[src/ctf_pkg.sv]
// ---------------------------------------------------------------------------
// ctf_pkg
// shared types, constants and helpers of the tilt filter
// ---------------------------------------------------------------------------
package ctf_pkg;

  localparam int CORDIC_STEPS = 16;
  localparam int TABLE_LEN    = 24;
  localparam int NSTEPS       = (CORDIC_STEPS < TABLE_LEN) ? CORDIC_STEPS : TABLE_LEN;
  localparam int ITW          = 5;

  localparam int CW   = 30;  // cordic x/y
  localparam int ZW   = 28;  // cordic angle
  localparam int AW   = 27;  // accelerometer angle, state units
  localparam int MAW  = 32;  // multiplier operand a
  localparam int MBW  = 18;  // multiplier operand b
  localparam int PW   = MAW + MBW;
  localparam int SUMW = PW + 2;
  localparam int EW   = 24;

  localparam logic signed [MBW-1:0] INV_GAIN   = MBW'(39797);
  localparam logic signed [MBW-1:0] RATE_SCALE = MBW'(120158);
  localparam logic signed [MBW-1:0] W_ONE      = MBW'(65536);
  localparam logic signed [ZW-1:0]  Z180       = ZW'(180 * 65536);
  localparam logic signed [PW-1:0]  RND_P      = PW'(32768);
  localparam logic signed [SUMW-1:0] RND_S     = SUMW'(32768);
  localparam logic signed [SUMW-1:0] EST_MAX   = SUMW'(8388607);
  localparam logic signed [SUMW-1:0] EST_MIN   = -SUMW'(8388608);
  localparam logic [15:0] BLEND_RESET = 16'd64225;

  localparam logic [2:0] CFG_ACCEL_X_OFFSET = 3'd0;
  localparam logic [2:0] CFG_ACCEL_Y_OFFSET = 3'd1;
  localparam logic [2:0] CFG_ACCEL_Z_OFFSET = 3'd2;
  localparam logic [2:0] CFG_RATE_X_OFFSET  = 3'd3;
  localparam logic [2:0] CFG_RATE_Y_OFFSET  = 3'd4;
  localparam logic [2:0] CFG_BLEND_WEIGHT   = 3'd5;

  typedef enum logic [3:0] {
    OP_IDLE, OP_LOAD, OP_R_INIT, OP_P_INIT, OP_ITER, OP_R_DONE, OP_P_DONE,
    OP_FIRST, OP_RATE, OP_SCALE, OP_PRED, OP_MW, OP_MA, OP_SUM, OP_OUT
  } op_t;

  typedef struct packed {
    op_t            op;
    logic [ITW-1:0] sh;     // cordic iteration
    logic           axis;   // 0 pitch, 1 roll
    logic           first;  // result came from the accelerometer load
  } cmd_t;

  // arctangent of 2^-i in 1/65536 degree
  function automatic logic [22:0] atan_lut(input logic [ITW-1:0] i);
    logic [22:0] r;
    unique case (i)
      5'd0:  r = 23'd2949120;
      5'd1:  r = 23'd1740967;
      5'd2:  r = 23'd919879;
      5'd3:  r = 23'd466945;
      5'd4:  r = 23'd234379;
      5'd5:  r = 23'd117304;
      5'd6:  r = 23'd58666;
      5'd7:  r = 23'd29335;
      5'd8:  r = 23'd14668;
      5'd9:  r = 23'd7334;
      5'd10: r = 23'd3667;
      5'd11: r = 23'd1833;
      5'd12: r = 23'd917;
      5'd13: r = 23'd458;
      5'd14: r = 23'd229;
      5'd15: r = 23'd115;
      5'd16: r = 23'd57;
      5'd17: r = 23'd29;
      5'd18: r = 23'd14;
      5'd19: r = 23'd7;
      5'd20: r = 23'd4;
      5'd21: r = 23'd2;
      5'd22: r = 23'd1;
      default: r = 23'd0;
    endcase
    return r;
  endfunction

  function automatic logic signed [EW-1:0] sat24(input logic signed [SUMW-1:0] v);
    logic signed [EW-1:0] r;
    if (v > EST_MAX) begin
      r = EW'(EST_MAX);
    end else if (v < EST_MIN) begin
      r = EW'(EST_MIN);
    end else begin
      r = EW'(v);
    end
    return r;
  endfunction

endpackage

[src/ctf_if.sv]
// ---------------------------------------------------------------------------
// ctf channel interfaces
// sample input, angle output and register write channels
// ---------------------------------------------------------------------------
interface ctf_in_if;
  logic               valid;
  logic               ready;
  logic signed [15:0] accel_x;
  logic signed [15:0] accel_y;
  logic signed [15:0] accel_z;
  logic signed [15:0] rate_x;
  logic signed [15:0] rate_y;
  logic [11:0]        elapsed_ms;
  modport source (output valid, accel_x, accel_y, accel_z, rate_x, rate_y, elapsed_ms,
                  input ready);
  modport sink (input valid, accel_x, accel_y, accel_z, rate_x, rate_y, elapsed_ms,
                output ready);
endinterface

interface ctf_out_if;
  logic               valid;
  logic               ready;
  logic signed [14:0] pitch_angle;
  logic signed [14:0] roll_angle;
  logic               first_sample;
  modport source (output valid, pitch_angle, roll_angle, first_sample, input ready);
  modport sink (input valid, pitch_angle, roll_angle, first_sample, output ready);
endinterface

interface ctf_cfg_if;
  logic        valid;
  logic        ready;
  logic [2:0]  index;
  logic [15:0] data;
  modport source (output valid, index, data, input ready);
  modport sink (input valid, index, data, output ready);
endinterface

[src/ctf_ctrl.sv]
// ---------------------------------------------------------------------------
// ctf_ctrl
// sequencer issuing one datapath command per cycle
// ---------------------------------------------------------------------------
module ctf_ctrl (
  input  logic          clk,
  input  logic          rst_n,
  input  logic          in_valid,
  output logic          in_ready,
  output logic          out_valid,
  input  logic          out_ready,
  output ctf_pkg::cmd_t cmd
);
  import ctf_pkg::*;

  typedef enum logic [3:0] {
    S_IDLE, S_R_INIT, S_R_ITER, S_R_DONE, S_P_INIT, S_P_ITER, S_P_DONE,
    S_FIRST, S_RATE, S_SCALE, S_PRED, S_MW, S_MA, S_SUM, S_OUT
  } state_t;

  state_t         state_r;
  logic [ITW-1:0] it_r;
  logic           axis_r;
  logic           primed_r;
  logic           loaded_r;
  logic           out_valid_r;
  logic           in_fire;
  logic           out_free;

  assign in_ready  = (state_r == S_IDLE);
  assign in_fire   = in_valid && in_ready;
  assign out_valid = out_valid_r;
  assign out_free  = !out_valid_r || out_ready;

  always_comb begin
    cmd.sh    = it_r;
    cmd.axis  = axis_r;
    cmd.first = loaded_r;
    unique case (state_r)
      S_IDLE:   cmd.op = in_fire ? OP_LOAD : OP_IDLE;
      S_R_INIT: cmd.op = OP_R_INIT;
      S_P_INIT: cmd.op = OP_P_INIT;
      S_R_ITER, S_P_ITER: cmd.op = OP_ITER;
      S_R_DONE: cmd.op = OP_R_DONE;
      S_P_DONE: cmd.op = OP_P_DONE;
      S_FIRST:  cmd.op = OP_FIRST;
      S_RATE:   cmd.op = OP_RATE;
      S_SCALE:  cmd.op = OP_SCALE;
      S_PRED:   cmd.op = OP_PRED;
      S_MW:     cmd.op = OP_MW;
      S_MA:     cmd.op = OP_MA;
      S_SUM:    cmd.op = OP_SUM;
      S_OUT:    cmd.op = out_free ? OP_OUT : OP_IDLE;
      default:  cmd.op = OP_IDLE;
    endcase
  end

  always_ff @(posedge clk) begin
    if (!rst_n) begin
      state_r     <= S_IDLE;
      it_r        <= '0;
      axis_r      <= 1'b0;
      primed_r    <= 1'b0;
      loaded_r    <= 1'b0;
      out_valid_r <= 1'b0;
    end else begin
      if (state_r == S_OUT && out_free) begin
        out_valid_r <= 1'b1;
      end else if (out_valid_r && out_ready) begin
        out_valid_r <= 1'b0;
      end
      unique case (state_r)
        S_IDLE: begin
          if (in_fire) begin
            state_r <= S_R_INIT;
          end
        end
        S_R_INIT: begin
          it_r    <= '0;
          state_r <= S_R_ITER;
        end
        S_R_ITER: begin
          it_r <= it_r + 1'b1;
          if (it_r == ITW'(NSTEPS - 1)) begin
            state_r <= S_R_DONE;
          end
        end
        S_R_DONE: state_r <= S_P_INIT;
        S_P_INIT: begin
          it_r    <= '0;
          state_r <= S_P_ITER;
        end
        S_P_ITER: begin
          it_r <= it_r + 1'b1;
          if (it_r == ITW'(NSTEPS - 1)) begin
            state_r <= S_P_DONE;
          end
        end
        S_P_DONE: begin
          axis_r   <= 1'b0;
          loaded_r <= !primed_r;
          state_r  <= primed_r ? S_RATE : S_FIRST;
        end
        S_FIRST: begin
          primed_r <= 1'b1;
          state_r  <= S_OUT;
        end
        S_RATE:  state_r <= S_SCALE;
        S_SCALE: state_r <= S_PRED;
        S_PRED:  state_r <= S_MW;
        S_MW:    state_r <= S_MA;
        S_MA:    state_r <= S_SUM;
        S_SUM: begin
          if (!axis_r) begin
            axis_r  <= 1'b1;
            state_r <= S_RATE;
          end else begin
            state_r <= S_OUT;
          end
        end
        S_OUT: begin
          if (out_free) begin
            state_r <= S_IDLE;
          end
        end
        default: state_r <= S_IDLE;
      endcase
    end
  end

endmodule

[src/ctf_datapath.sv]
// ---------------------------------------------------------------------------
// ctf_datapath
// bias registers, shared cordic, shared multiplier and filter state
// ---------------------------------------------------------------------------
module ctf_datapath (
  input  logic               clk,
  input  logic               rst_n,
  input  ctf_pkg::cmd_t      cmd,
  input  logic signed [15:0] in_accel_x,
  input  logic signed [15:0] in_accel_y,
  input  logic signed [15:0] in_accel_z,
  input  logic signed [15:0] in_rate_x,
  input  logic signed [15:0] in_rate_y,
  input  logic [11:0]        in_elapsed_ms,
  input  logic               cfg_we,
  input  logic [2:0]         cfg_index,
  input  logic [15:0]        cfg_data,
  output logic signed [14:0] out_pitch_angle,
  output logic signed [14:0] out_roll_angle,
  output logic               out_first_sample
);
  import ctf_pkg::*;

  logic signed [15:0] ax_off_r, ay_off_r, az_off_r, gx_off_r, gy_off_r;
  logic [15:0]        w_r;

  logic signed [16:0] ax_r, ay_r, az_r, gx_r, gy_r;
  logic [11:0]        ms_r;

  logic signed [CW-1:0] cx_r, cy_r;
  logic signed [ZW-1:0] cz_r;
  logic                 czero_r;
  logic signed [AW-1:0] pitch_acc_r, roll_acc_r;

  logic signed [PW-1:0]   prod_r;
  logic signed [MAW-1:0]  pred_r;
  logic signed [SUMW-1:0] sum_r;
  logic signed [EW-1:0]   est_p_r, est_r_r;

  logic signed [14:0] pitch_out_r, roll_out_r;
  logic               first_out_r;

  // multiplier operands
  logic signed [MAW-1:0] mul_a;
  logic signed [MBW-1:0] mul_b;
  logic signed [PW-1:0]  prod_c;
  logic signed [MBW-1:0] w_s;
  logic signed [16:0]    g_sel;
  logic signed [EW-1:0]  est_sel;
  logic signed [AW-1:0]  acc_sel;

  // cordic
  logic signed [CW-1:0] ix, iy, xs, ys;
  logic signed [PW-1:0] mag_c;
  logic signed [ZW-1:0] zval, zstep;
  logic signed [AW-1:0] acc_c;

  assign w_s     = MBW'({1'b0, w_r});
  assign g_sel   = cmd.axis ? gx_r : gy_r;
  assign est_sel = cmd.axis ? est_r_r : est_p_r;
  assign acc_sel = cmd.axis ? roll_acc_r : pitch_acc_r;

  always_comb begin
    mul_a = '0;
    mul_b = '0;
    unique case (cmd.op)
      OP_R_DONE: begin
        mul_a = MAW'(cx_r);
        mul_b = INV_GAIN;
      end
      OP_RATE: begin
        mul_a = MAW'(g_sel);
        mul_b = MBW'({1'b0, ms_r});
      end
      OP_SCALE: begin
        mul_a = prod_r[MAW-1:0];
        mul_b = RATE_SCALE;
      end
      OP_MW: begin
        mul_a = pred_r;
        mul_b = w_s;
      end
      OP_MA: begin
        mul_a = MAW'(acc_sel);
        mul_b = W_ONE - w_s;
      end
      default: begin
        mul_a = '0;
        mul_b = '0;
      end
    endcase
  end

  assign prod_c = mul_a * mul_b;

  // vector entering the cordic: roll uses (z, y), pitch uses (|yz|, -x)
  assign mag_c = (prod_r + RND_P) >>> 16;
  always_comb begin
    if (cmd.op == OP_P_INIT) begin
      ix = mag_c[CW-1:0];
      iy = -(CW'(ax_r) <<< 8);
    end else begin
      ix = CW'(az_r) <<< 8;
      iy = CW'(ay_r) <<< 8;
    end
  end

  assign xs    = cx_r >>> cmd.sh;
  assign ys    = cy_r >>> cmd.sh;
  assign zstep = ZW'({1'b0, atan_lut(cmd.sh)});
  assign zval  = czero_r ? '0 : cz_r;
  assign acc_c = AW'((zval + ZW'(1)) >>> 1);

  always_ff @(posedge clk) begin
    if (!rst_n) begin
      ax_off_r <= '0;
      ay_off_r <= '0;
      az_off_r <= '0;
      gx_off_r <= '0;
      gy_off_r <= '0;
      w_r      <= BLEND_RESET;
      est_p_r  <= '0;
      est_r_r  <= '0;
    end else begin
      if (cfg_we) begin
        unique case (cfg_index)
          CFG_ACCEL_X_OFFSET: ax_off_r <= cfg_data;
          CFG_ACCEL_Y_OFFSET: ay_off_r <= cfg_data;
          CFG_ACCEL_Z_OFFSET: az_off_r <= cfg_data;
          CFG_RATE_X_OFFSET:  gx_off_r <= cfg_data;
          CFG_RATE_Y_OFFSET:  gy_off_r <= cfg_data;
          CFG_BLEND_WEIGHT:   w_r      <= cfg_data;
          default: ;
        endcase
      end
      unique case (cmd.op)
        OP_FIRST: begin
          est_p_r <= sat24(SUMW'(pitch_acc_r));
          est_r_r <= sat24(SUMW'(roll_acc_r));
        end
        OP_SUM: begin
          if (cmd.axis) begin
            est_r_r <= sat24(sum_r >>> 16);
          end else begin
            est_p_r <= sat24(sum_r >>> 16);
          end
        end
        default: ;
      endcase
    end
  end

  // payload registers
  always_ff @(posedge clk) begin
    unique case (cmd.op)
      OP_LOAD: begin
        ax_r <= 17'(in_accel_x) - 17'(ax_off_r);
        ay_r <= 17'(in_accel_y) - 17'(ay_off_r);
        az_r <= 17'(in_accel_z) - 17'(az_off_r);
        gx_r <= 17'(in_rate_x) - 17'(gx_off_r);
        gy_r <= 17'(in_rate_y) - 17'(gy_off_r);
        ms_r <= in_elapsed_ms;
      end
      OP_R_INIT, OP_P_INIT: begin
        czero_r <= (ix == '0) && (iy == '0);
        if (ix < 0) begin
          cx_r <= -ix;
          cy_r <= -iy;
          cz_r <= (iy >= 0) ? Z180 : -Z180;
        end else begin
          cx_r <= ix;
          cy_r <= iy;
          cz_r <= '0;
        end
      end
      OP_ITER: begin
        if (cy_r >= 0) begin
          cx_r <= cx_r + ys;
          cy_r <= cy_r - xs;
          cz_r <= cz_r + zstep;
        end else begin
          cx_r <= cx_r - ys;
          cy_r <= cy_r + xs;
          cz_r <= cz_r - zstep;
        end
      end
      OP_R_DONE: begin
        roll_acc_r <= acc_c;
        prod_r     <= prod_c;
      end
      OP_P_DONE: pitch_acc_r <= acc_c;
      OP_RATE, OP_SCALE: prod_r <= prod_c;
      OP_PRED: pred_r <= MAW'(est_sel) + MAW'((prod_r + RND_P) >>> 16);
      OP_MW: sum_r <= SUMW'(prod_c) + RND_S;
      OP_MA: sum_r <= sum_r + SUMW'(prod_c);
      OP_OUT: begin
        pitch_out_r <= est_p_r[EW-1:9];
        roll_out_r  <= est_r_r[EW-1:9];
        first_out_r <= cmd.first;
      end
      default: ;
    endcase
  end

  assign out_pitch_angle  = pitch_out_r;
  assign out_roll_angle   = roll_out_r;
  assign out_first_sample = first_out_r;

endmodule

[src/complementary_tilt_filter_top.sv]
// ---------------------------------------------------------------------------
// complementary_tilt_filter_top
// pitch and roll from one imu sample, gyro and accelerometer blended
// ---------------------------------------------------------------------------
// channel   dir  handshake      payload
// in_chan   in   valid/ready    accel_x/y/z, rate_x/y, elapsed_ms
// out_chan  out  valid/ready    pitch_angle, roll_angle, first_sample
// cfg_chan  in   valid/ready    index, data (ready always high)
//
// a sample runs from its input transfer through the roll and pitch passes of
// the one shared cordic, then through the shared multiplier; the output step
// registers its result and returns the sequencer to idle, where the next
// input transfer is taken
// the first sample after reset loads the estimates and skips the rate and blend steps
// synchronous active-low reset clears the sequencer, biases and estimates
// one finished result waits in the output register while the next sample is
// taken; a stalled result only holds the second one at its final step
// ---------------------------------------------------------------------------
module complementary_tilt_filter_top (
  input  logic        clk,
  input  logic        rst_n,
  ctf_in_if.sink      in_chan,
  ctf_out_if.source   out_chan,
  ctf_cfg_if.sink     cfg_chan
);
  import ctf_pkg::*;

  cmd_t cmd;

  // register writes are never stalled
  assign cfg_chan.ready = 1'b1;

  // sequencer: owns the handshakes and walks the datapath through a sample
  ctf_ctrl u_ctrl (
    .clk       (clk),
    .rst_n     (rst_n),
    .in_valid  (in_chan.valid),
    .in_ready  (in_chan.ready),
    .out_valid (out_chan.valid),
    .out_ready (out_chan.ready),
    .cmd       (cmd)
  );

  // datapath: biases, cordic, multiplier, estimates and the result register
  ctf_datapath u_datapath (
    .clk              (clk),
    .rst_n            (rst_n),
    .cmd              (cmd),
    .in_accel_x       (in_chan.accel_x),
    .in_accel_y       (in_chan.accel_y),
    .in_accel_z       (in_chan.accel_z),
    .in_rate_x        (in_chan.rate_x),
    .in_rate_y        (in_chan.rate_y),
    .in_elapsed_ms    (in_chan.elapsed_ms),
    .cfg_we           (cfg_chan.valid),
    .cfg_index        (cfg_chan.index),
    .cfg_data         (cfg_chan.data),
    .out_pitch_angle  (out_chan.pitch_angle),
    .out_roll_angle   (out_chan.roll_angle),
    .out_first_sample (out_chan.first_sample)
  );

endmodule

[src/flat_wrapper.sv]
// flat-port wrapper written by rule: the top's interface ports become plain ports
module complementary_tilt_filter_top_flat import ctf_pkg::*;
  (clk, rst_n, in_chan_valid, in_chan_accel_x, in_chan_accel_y, in_chan_accel_z, in_chan_rate_x, in_chan_rate_y, in_chan_elapsed_ms, in_chan_ready, out_chan_valid, out_chan_pitch_angle, out_chan_roll_angle, out_chan_first_sample, out_chan_ready, cfg_chan_valid, cfg_chan_index, cfg_chan_data, cfg_chan_ready);
  ctf_in_if in_chan_i ();
  ctf_out_if out_chan_i ();
  ctf_cfg_if cfg_chan_i ();
  input  logic clk;
  input  logic rst_n;
  input wire logic [$bits(in_chan_i.valid)-1:0] in_chan_valid;
  input wire logic [$bits(in_chan_i.accel_x)-1:0] in_chan_accel_x;
  input wire logic [$bits(in_chan_i.accel_y)-1:0] in_chan_accel_y;
  input wire logic [$bits(in_chan_i.accel_z)-1:0] in_chan_accel_z;
  input wire logic [$bits(in_chan_i.rate_x)-1:0] in_chan_rate_x;
  input wire logic [$bits(in_chan_i.rate_y)-1:0] in_chan_rate_y;
  input wire logic [$bits(in_chan_i.elapsed_ms)-1:0] in_chan_elapsed_ms;
  output wire logic [$bits(in_chan_i.ready)-1:0] in_chan_ready;
  output wire logic [$bits(out_chan_i.valid)-1:0] out_chan_valid;
  output wire logic [$bits(out_chan_i.pitch_angle)-1:0] out_chan_pitch_angle;
  output wire logic [$bits(out_chan_i.roll_angle)-1:0] out_chan_roll_angle;
  output wire logic [$bits(out_chan_i.first_sample)-1:0] out_chan_first_sample;
  input wire logic [$bits(out_chan_i.ready)-1:0] out_chan_ready;
  input wire logic [$bits(cfg_chan_i.valid)-1:0] cfg_chan_valid;
  input wire logic [$bits(cfg_chan_i.index)-1:0] cfg_chan_index;
  input wire logic [$bits(cfg_chan_i.data)-1:0] cfg_chan_data;
  output wire logic [$bits(cfg_chan_i.ready)-1:0] cfg_chan_ready;
  assign in_chan_i.valid = in_chan_valid;
  assign in_chan_i.accel_x = in_chan_accel_x;
  assign in_chan_i.accel_y = in_chan_accel_y;
  assign in_chan_i.accel_z = in_chan_accel_z;
  assign in_chan_i.rate_x = in_chan_rate_x;
  assign in_chan_i.rate_y = in_chan_rate_y;
  assign in_chan_i.elapsed_ms = in_chan_elapsed_ms;
  assign in_chan_ready = in_chan_i.ready;
  assign out_chan_valid = out_chan_i.valid;
  assign out_chan_pitch_angle = out_chan_i.pitch_angle;
  assign out_chan_roll_angle = out_chan_i.roll_angle;
  assign out_chan_first_sample = out_chan_i.first_sample;
  assign out_chan_i.ready = out_chan_ready;
  assign cfg_chan_i.valid = cfg_chan_valid;
  assign cfg_chan_i.index = cfg_chan_index;
  assign cfg_chan_i.data = cfg_chan_data;
  assign cfg_chan_ready = cfg_chan_i.ready;
  complementary_tilt_filter_top u_core (.clk(clk), .rst_n(rst_n), .in_chan(in_chan_i), .out_chan(out_chan_i), .cfg_chan(cfg_chan_i));
endmodule
[config.mk]
export PLATFORM = sky130hd
export DESIGN_NAME = complementary_tilt_filter_top_flat
export DESIGN_NICKNAME = d
export VERILOG_FILES = /design/src/ctf_pkg.sv /design/src/ctf_if.sv /design/src/ctf_ctrl.sv /design/src/ctf_datapath.sv /design/src/complementary_tilt_filter_top.sv /design/src/flat_wrapper.sv
export SDC_FILE = /design/constraint.sdc
export NUM_CORES = 2
export LEC_CHECK = 0
export BUFFER_PORTS_ARGS = -buffer_cell sky130_fd_sc_hd__buf_2
export CAP_MARGIN = 10
export CORE_UTILIZATION = 41
export DETAILED_ROUTE_END_ITERATION = 10
export PLACE_DENSITY = 0.6
export SETUP_SLACK_MARGIN = 0.05
export SLEW_MARGIN = 10
export SYNTH_ARGS = -nofsm -noshare
export SYNTH_HDL_FRONTEND = slang
export SYNTH_SLANG_ARGS = --single-unit
[constraint.sdc]
create_clock -name clk -period 13.6 [get_ports clk]
set_clock_uncertainty 0.2 [all_clocks]
set_input_delay 2.72 -clock clk [delete_from_list [all_inputs] [get_ports clk]]
set_output_delay 2.72 -clock clk [all_outputs]
set_load 0.02 [all_outputs]
==> flow_summary.ini <==
[sta]
hold_viol = 0
clock.fmax_mhz = 77.10
period_needed_ns = 12.97
grt_setup_unrepaired = false
hold_slack_ns = 0.2632
timing.final.ws_setup_ns = 0.6304
worst_pin_slew_ns = 1.299
tns_ns = 0
finalSetupViolations = 0
relSlewSlack_pct = 13.41
finalCritPeriodShare_pct = 95.36
finalMaxSlewViolations = 0

[floorplan]
row_count = 143
die_area_mm2 = 0.1558
pin_count = 150
die_y_um = 394.7
initial_core_util_pct = 41.48
core-area_mm2 = 0.1524
die_w_um = 394.7

[worst_setup_path]
r2r_end = u_core.u_datapath.sum_r[50]
slowest_delay_ns = 0.83
end_kind = register
crit_top_cell = fa_1
cp.depth = 36
reg2reg_from = u_core.u_ctrl.state_r[0]
start_kind = register
path_class = register to register
required_ns = 13.85
worst-path-max-fanout = 67
r2r_setup_slack_ns = 0.63
path_buf_inv = 5
rr_worst_depth = 36
arrival_ns = 13.22
slowest_stage = a311oi_1
critPathTopFamily = adder cells

[layout]
drive_above_1_share_pct = 8.610
nNetsFinal = 8300
syn2layout_area_growth_pct = 8.711

[clocking]
numCtsBuffers = 73
postCtsSetupBuffers = 0
root_buffer = clkbuf_16
cts_buffer_depth = 3
holdBufCountCts = 0
cts.htree.levels = 3
clkTransAtPathRegs_ns = 0.06
clock_latency_ns = 0.72
cts_resized = 0
cts_tree = done
cts_num_sinks = 582

[global_route]
antenna_found_initial = 11
gr-total-overflow = 0
grtUsageTotal_pct = 28.03
grt_pass1_wl_um = 332800
first_global_vias = 52690
grt_max_degree = 118

[yosys]
seq_area_frac_synth_pct = 24.81
async_reset_ff_share_pct = 0
synthCells = 7276
ys.flop_type = edfxtp_1
synth_nets = 8308
syn-cell-area_mm2 = 0.06323
synth.distinct_cells = 100
synth_warnings = 0
synth-edff-count = 403
syn_area_per_cell_um2 = 8.690
synth_seq_cells = 582

[detailed_routing]
ant_nets = 0
num_vias = 54490
wl_per_cell_um = 23.46
firstDrtPassIters = 7
drt_wl_total_um = 219800
drt_iter0_markers = 5245
drc = 0
viasPerCell = 5.817

[job]
cap_violations = 0

[min_path]
hp-class = register to register
min_delay_path_depth = 2
hold_end = u_core.u_datapath.ay_off_r[14]
min_from = u_core.u_datapath.ay_off_r[14]

[power_and_ir_drop]
powerDensity_mw_per_mm2 = 121.6
irDropWorstVdd_mv = 0.1048
p_leak_nw = 28.16

[place]
preCtsSetupSlack_ns = 0.5186
post-dp-hpwl_um = 174600
gp_congestion = 0.9894
portBuffers = 148

[run_status]
status = completed
-- layer usage --
layer / GRT usage (%) / wire (µm) / vias to the layer above
li1: - / - / 24990
met1: 39.41 / 95400 / 26820
met2: 43.04 / 96970 / 2315
met3: 4.628 / 17900 / 373
met4: 10.62 / 9482 / 2
met5: 0 / 13 / -
-- area by class of cell --
type / instances / area (µm²)
antenna: 9 / 22.52
clock buffer: 92 / 2036
clock inverter: 44 / 489.2
fill: 15020 / 83700
inverter: 828 / 3108
multi-input combinational: 5526 / 43260
sequential: 582 / 15700
tap: 2030 / 2540
timing repair buffer: 257 / 1579
-- per-stage QoR --
step | cells | power [mW] | area (µm²) | util, %
2_1_floorplan | 7276 | 5.238 | 63230 | -
3_3_place_gp | 9222 | 6.197 | 66170 | 43.41
3_5_place_dp | 9222 | 6.249 | 66170 | 43.41
4_1_cts | 9358 | 8.313 | 68690 | 45.06
5_1_grt | 9362 | 8.859 | 68720 | 45.08
6_report | 9368 | 8.360 | 68740 | 45.09
-- synthesized netlist by cell type, types with 91 or more instances --
cell | count | area share [%]
a21o_1 | 104 | 1.2
nor3_1 | 114 | 0.90
fa_1 | 531 | 17
o21ai_0 | 417 | 3.3
a21boi_0 | 123 | 1.5
edfxtp_1 | 403 | 19
nand2_1 | 957 | 5.7
nor2_1 | 667 | 4.0
inv_1 | 824 | 4.9
ha_1 | 385 | 7.6
a21oi_1 | 374 | 3.0
dfxtp_1 | 179 | 5.7
xor2_1 | 153 | 2.1
a31oi_1 | 96 | 0.95
mux2i_1 | 91 | 1.4
nand3_1 | 144 | 1.1
clkbuf_1 | 280 | 1.7
xnor2_1 | 264 | 3.7
-- kinds of logic (layout without fill, tap and decap cells) --
group,Yosys count,after routing,share of synthesized area (%)
and+or+nand+nor,2396,2396,17.16
AOI/OAI and AO/OA,1572,1572,15.77
buffers and inverters,1168,1221,7.084
adders and majority gates,916,916,24.43
DFF,582,582,24.81
xor gates and xnor gates,418,418,5.814
muxes,223,223,4.931
other,1,10,0.005931
-- registers in the layout, indices dropped and copies added (netlist names), 17 cells and up --
signal,count
u_core.u_datapath.cy_r,30
u_core.u_datapath.gy_r,17
u_core.u_datapath.az_r,17
u_core.u_datapath.cz_r,28
u_core.u_datapath.pitch_acc_r,27
u_core.u_datapath.est_p_r,24
u_core.u_datapath.zstep,22
u_core.u_datapath.roll_acc_r,27
u_core.u_datapath.ax_r,17
u_core.u_datapath.ay_r,17
u_core.u_datapath.gx_r,17
u_core.u_datapath.cx_r,30
u_core.u_datapath.prod_r,48
u_core.u_datapath.pred_r,32
u_core.u_datapath.sum_r,52
u_core.u_datapath.est_r_r,24
-- worst reg2reg max path: cells and delay by family, from the launching register on --
family	cells	cell delay, ns
flops	1	0.70
compound gates	9	3.62
fa+ha+maj	8	3.86
buf+inv	5	0.50
xor+xnor	2	0.24
simple gates	12	3.58
-- cells in the final DEF, fill, tap and decap left out, types with 52 or more instances in the layout --
cell and n:
nand2b_1 62, mux2_2 67, dfxtp_1 173, nand3_1 144
mux4_2 64, nor3_1 109, and3_1 52, o21ai_0 416
nand2_1 955, inv_1 824, a31oi_1 95, xor2_1 153
buf_2 147, o21a_1 52, clkbuf_16 76, buf_4 108
nand4_1 78, a21o_1 103, or3_1 59, fa_1 531
a21oi_1 364, xnor2_1 264, a21boi_0 123, edfxtp_1 403
nor2_1 660, mux2i_1 91, ha_1 385
-- worst max-delay path by stage --
stage | start | to | slack [ns]
2_1_floorplan | u_core.u_ctrl.state_r[0] | u_core.u_datapath.sum_r[50] | 2.43
3_3_place_gp | u_core.u_ctrl.state_r[0] | u_core.u_datapath.sum_r[50] | 0.73
3_5_place_dp | u_core.u_ctrl.state_r[0] | u_core.u_datapath.sum_r[50] | 0.52
4_1_cts | u_core.u_ctrl.state_r[0] | u_core.u_datapath.sum_r[50] | 0.45
5_1_grt | u_core.u_ctrl.state_r[0] | u_core.u_datapath.sum_r[50] | 0.1
6_report | u_core.u_ctrl.state_r[0] | u_core.u_datapath.sum_r[50] | 0.63
-- power by group --
group	leakage (nW)	internal (mW)	switching, mW
Combinational	21.8	1.56	2.28
Sequential	5.13	2.18	0.298
Clock	1.23	1.15	0.894
Power figures use the tool's default switching activity.
